$ cat src/sv/imft_pkg.sv
// Shared types, constants and helpers for the masked IPv4 filter table.
// Used by imft_store, imft_match and ip_mask_filter_table_top.
package imft_pkg;

	localparam int MAX_FILTERS = 1024;
	localparam int IDX_W = $clog2(MAX_FILTERS);
	localparam int CNT_W = $clog2(MAX_FILTERS + 1);

	localparam logic [31:0] FREE_SLOT = 32'hFFFF_FFFF;

	localparam logic [1:0] FUNC_LOOKUP = 2'd0;
	localparam logic [1:0] FUNC_ADD    = 2'd1;
	localparam logic [1:0] FUNC_REMOVE = 2'd2;

	localparam logic [1:0] STAT_DONE      = 2'd0;
	localparam logic [1:0] STAT_FULL      = 2'd1;
	localparam logic [1:0] STAT_NOT_FOUND = 2'd2;
	localparam logic [1:0] STAT_BAD       = 2'd3;

	typedef struct packed {
		logic [1:0]  func;
		logic [31:0] address;
		logic        address_valid;
	} in_t;

	typedef struct packed {
		logic       admit;
		logic [1:0] status;
	} out_t;

	typedef struct packed {
		logic [31:0] mask;
		logic [31:0] cmp;
	} entry_t;

	function automatic logic [31:0] octet_mask(input logic [31:0] addr);
		logic [31:0] m;
		m = '0;
		for (int n = 0; n < 4; n++) begin
			if (addr[8*n +: 8] != 8'd0) begin
				m[8*n +: 8] = 8'hFF;
			end
		end
		return m;
	endfunction

endpackage

$ cat src/sv/imft_match.sv
// Shared entry compare unit: one entry against the current operation per cycle.
// Depends on imft_pkg for function codes and entry type.
module imft_match (
	input  logic [1:0]        func,
	input  logic [31:0]       address,
	input  logic [31:0]       key_mask,
	input  imft_pkg::entry_t  entry,
	output logic              hit
);
	import imft_pkg::*;

	always_comb begin
		case (func)
			FUNC_LOOKUP: hit = (address & entry.mask) == entry.cmp;
			FUNC_ADD:    hit = entry.cmp == FREE_SLOT;
			FUNC_REMOVE: hit = (entry.mask == key_mask) && (entry.cmp == address);
			default:     hit = 1'b0;
		endcase
	end

endmodule

$ cat config.mk
export PLATFORM = sky130hd
export DESIGN_NAME = imft_match
export DESIGN_NICKNAME = d
export VERILOG_FILES = /design/src/sv/imft_pkg.sv /design/src/sv/imft_match.sv
export SDC_FILE = /design/constraint.sdc
export NUM_CORES = 1
export LEC_CHECK = 0
export ABC_AREA = 1
export BUFFER_PORTS_ARGS = -buffer_cell sky130_fd_sc_hd__buf_4
export CORE_MARGIN = 2
export CORE_UTILIZATION = 39
export DETAILED_ROUTE_END_ITERATION = 10
export PLACE_DENSITY_LB_ADDON = 0.08
export SLEW_MARGIN = 20
export SYNTH_ARGS = -nofsm -noshare
export SYNTH_HDL_FRONTEND = slang
export SYNTH_SLANG_ARGS = --single-unit
$ cat constraint.sdc
create_clock -name vclk -period 0.9
set_input_delay 0 -clock vclk [all_inputs]
set_output_delay 0 -clock vclk [all_outputs]
set_load 0.1 [all_outputs]
* Word level (Yosys, flattened, before mapping)
Cells that the tools add are included.
** Storage, ports and cells
- Input bits :: 130
- Logic and storage cells :: 10
- Flip-flop bits (word level) :: 0
** Cells by class
- Equality and inequality tests :: 6
- Multiplexer cells :: 1
- Bitwise gates (word level) :: 1
- Reductions and logical operators :: 2
** Operators by type and width (count)
- == test 32 bit :: 3
- bitwise AND 32 bit :: 1
- == test 32 bit, second input constant :: 1
- one-hot mux 1 bit (3 select lines) :: 1
- == test 2 x 1 -> 1 bit, second input constant :: 1
- == test 2 bit, second input constant :: 1
- logical NOT 2 bit :: 1
- logical AND 1 bit :: 1

* Depth between registers and ports, before layout
- Depth after elaboration :: 3
- Depth in mapped cells :: 13

* Least setup slack after synthesis
No wires, ideal clock.
- Path type :: input to output
- Start :: input port func[1]
- End :: output port hit
- Buffers on the path :: 2
- Stages :: 11
- Arrival time :: 1.487 ns
- Setup slack :: -0.587 ns
- Path through :: inv_1 -> nand2_2 -> buf_6 -> buf_6 -> nand2_1 -> nor2_1 -> nor3_2 -> nand2_1 -> nor2_1 -> nand3_1 -> nand2_1
** Between the ends
- Cells in the longest elaborated chain, start to end :: 2
** Ends and longest elaborated chain
- from (decl) :: line imft_match.sv:4 : input logic [1:0] func,
- == test 2 bit, or another cell as far along :: line imft_match.sv:13 : case (func)
- one-hot mux 1 bit (3 select lines) * :: line imft_match.sv:13
- to (decl) :: line imft_match.sv:8 : output logic hit
Every way passes the cells marked *; elsewhere a longest branch is shown, timed or not.

* Worst setup path after layout
- Start :: input port func[0]
- End :: output port hit
The elaborated chain is that of the path after synthesis.

==> results.toml <==
[finish]
nNetsFinal = 667
final_core_util_pct = 69.6
fill_cells = 437
final_area_mm2 = 0.00309
drive_above_1_share_pct = 29.0
antenna_cells = 0
area_growth_pct = 68.2
seq_area_um2 = 0
design.seq.count = 0
clock_buffers = 0
multiInputGateArea_mm2 = 0.00161

[synth]
synth_area_leaders = "nand2_1 (39%), xor2_1 (21%), inv_1 (11%), nor2_1 (11%), nand3_1 (7.4%)"
synth_top_family_by_area = "simple AND/OR/NAND/NOR gates"
syn_nets = 524
syn_area_per_cell_um2 = 4.67
ys_warn_count = 0
synth_compound_area_share_pct = 1.57
synth_cells = 394
ys_types = 17
synth_area_leader_cell = "nand2_1"
synthSimpleGateAreaFrac_pct = 60.9
synth_top_area_share_pct = 39.2
synth_xor_xnor_area_share_pct = 23.3
ys_seq_area_share_pct = 0
synthMuxAreaShare_pct = 0
synth_fa_ha_area_share_pct = 0
synth.cell_area_mm2 = 0.00184

[drt]
drt_iter0_markers = 67
drt-vias-per-instance = 4.54
routedWlPerCell_um = 10.6
vias = 2663
final_antenna_net_count = 0
drcViolationCount = 0
wl_um = 6220
drtPass1Iterations = 4

[floorplanning]
io_pins = 131
die_x_um = 72.7
die_h_um = 72.7
dieArea_mm2 = 0.00528
start_util_pct = 41.4
placementRows = 24
design.core.area_mm2 = 0.00444

[worst_setup_path]
critPathMaxFanout = 17
crit_type = "input port to output port"
startpoint_type = "input port"
end_kind = "output port"
critPathBufInv = 3
critPathTopFamily = "simple AND/OR/NAND/NOR gates"
crit_slowest_cell = "buf_12"
crit_chain = "buf_4 -> nand2_8 -> buf_12 -> nand2_1 -> nand2_1 -> nand4_1 -> nor2_1 -> nand2_1 -> nor2_1 -> nand3_1 -> nand2_4 -> buf_12"
arrival_ns = 1.28
required_ns = 0.90
cpMostUsedCell = "nand2_1"
cpPeakStageDelay_ns = 0.17

[sta]
setup_viol = 1
worst-slew-pin-transition_ns = 0.190
post-route-min-period_ns = 1.28
fin_ws_ns = -0.383
slew-limit-headroom_pct = 87.3
fmax_ghz = 0.779
min_period_over_period_pct = 143
drv_slew = 0
finalHoldViolCount = 0
rsz0062_at_grt = "true"

[grt]
antenna_found_initial = 0
grt_util_all_layers_pct = 22.9
grt_max_degree = 18
overflow = 0
grt_pass1_wl_um = 10100
grt_pass1_vias = 2592

[job]
drv_cap = 0

[power_and_ir_drop]
power_density_mw_per_mm2 = 445
vdd_drop_max_v = 0.000221
leakage_nw = 1.93

[placed_design]
place_area_mm2 = 0.00299
dp_hpwl_um = 5410
io_buffer_count = 131
place_congestion = 0.831

[status]
violations = "setup timing"
status = "complete, but fails checks"

[worst_hold_path]
min_path_cells = 6
hold_class = "input port to output port"
hold_end = "hit"
hold_start = "func[1]"
==> how the worst max path moves through the flow <==
stage                to  startpoint  slack [ns]  cells past startpoint
floorplan           hit     func[1]       -0.21                     13
global placement    hit     func[1]       -0.55                     14
detailed placement  hit     func[1]       -0.55                     14
CTS                 hit     func[1]       -0.38                     14
global route        hit     func[0]       -0.49                     14
finish              hit     func[0]       -0.38                     12
==> worst min-delay path: stages <==
cell	delay (ns)
buf_12	0.11
inv_12	0.05
nor2_1	0.04
nand3_1	0.11
nand2_4	0.06
buf_12	0.16
==> power by group <==
group          switching (mW)  internal (mW)
Sequential                  0              0
Combinational           0.627          0.749
Clock                       0              0
==> cell usage in the layout (no fill, tap or decap) <==
master	count
o21ai_0	2
buf_12	5
nor3_2	1
buf_16	1
nor2_2	1
nand2_2	2
nand2_8	1
inv_12	1
clkbuf_16	1
xnor2_1	4
nand3_2	1
nand2_4	1
nand3b_1	5
o211ai_1	1
a21oi_1	1
nand2_1	189
nand3_1	26
xor2_1	45
nand4_1	1
a31oi_1	1
nor3_1	1
inv_1	52
buf_4	140
nor2_1	52
==> kinds of logic (layout without fill, tap and decap cells) <==
group | after synthesis | after routing
simple gates | 281 | 281
compound gates | 5 | 5
xor+xnor | 49 | 49
buf+inv | 59 | 200
==> cell usage after synthesis (all sizes together) <==
master	number
nand2	193
o21ai	2
xnor2	4
o211ai	1
a31oi	1
buf	6
a21oi	1
xor2	45
inv	53
nand3	27
nand3b	5
nor2	53
nand4	1
nor3	2
==> through the flow <==
stage	hold slack (ns)	setup slack, ns	setup TNS [ns]	std cells	power (mW)
after global routing	0.557	-0.489	-0.489	587	1.54
after CTS	0.544	-0.380	-0.380	586	1.36
after global placement	0.607	-0.554	-0.554	585	1.30
after detailed placement	0.613	-0.555	-0.555	585	1.32
final	0.543	-0.383	-0.383	587	1.38
after floorplan	0.322	-0.208	-0.208	394	0.619
==> layer usage <==
| layer | vias to the layer above | share of wire [%] | global-route usage, % |
|---|---|---|---|
| met1 | 1141 | 43 | 27.4 |
| li1 | 1452 | - | - |
| met3 | 2 | 5.1 | 1.10 |
| met5 | - | 0 | 0 |
| met2 | 68 | 52 | 46.6 |
| met4 | 0 | 0.39 | 0.823 |
==> final cells by class <==
type                       count  area share (%)
inverter                      53            6.84
timing repair buffer         147            38.9
tap                           52            2.10
multi-input combinational    335            52.1
==> timing repair <==
item	4_1_cts	5_1_grt
hold buffers	0	0
setup endpoints to repair	1	1
setup buffers	0	0
resized for setup	9	3
cloned	1	1
pin swaps	4	2
Note: power is estimated with default switching activity, not from simulation.
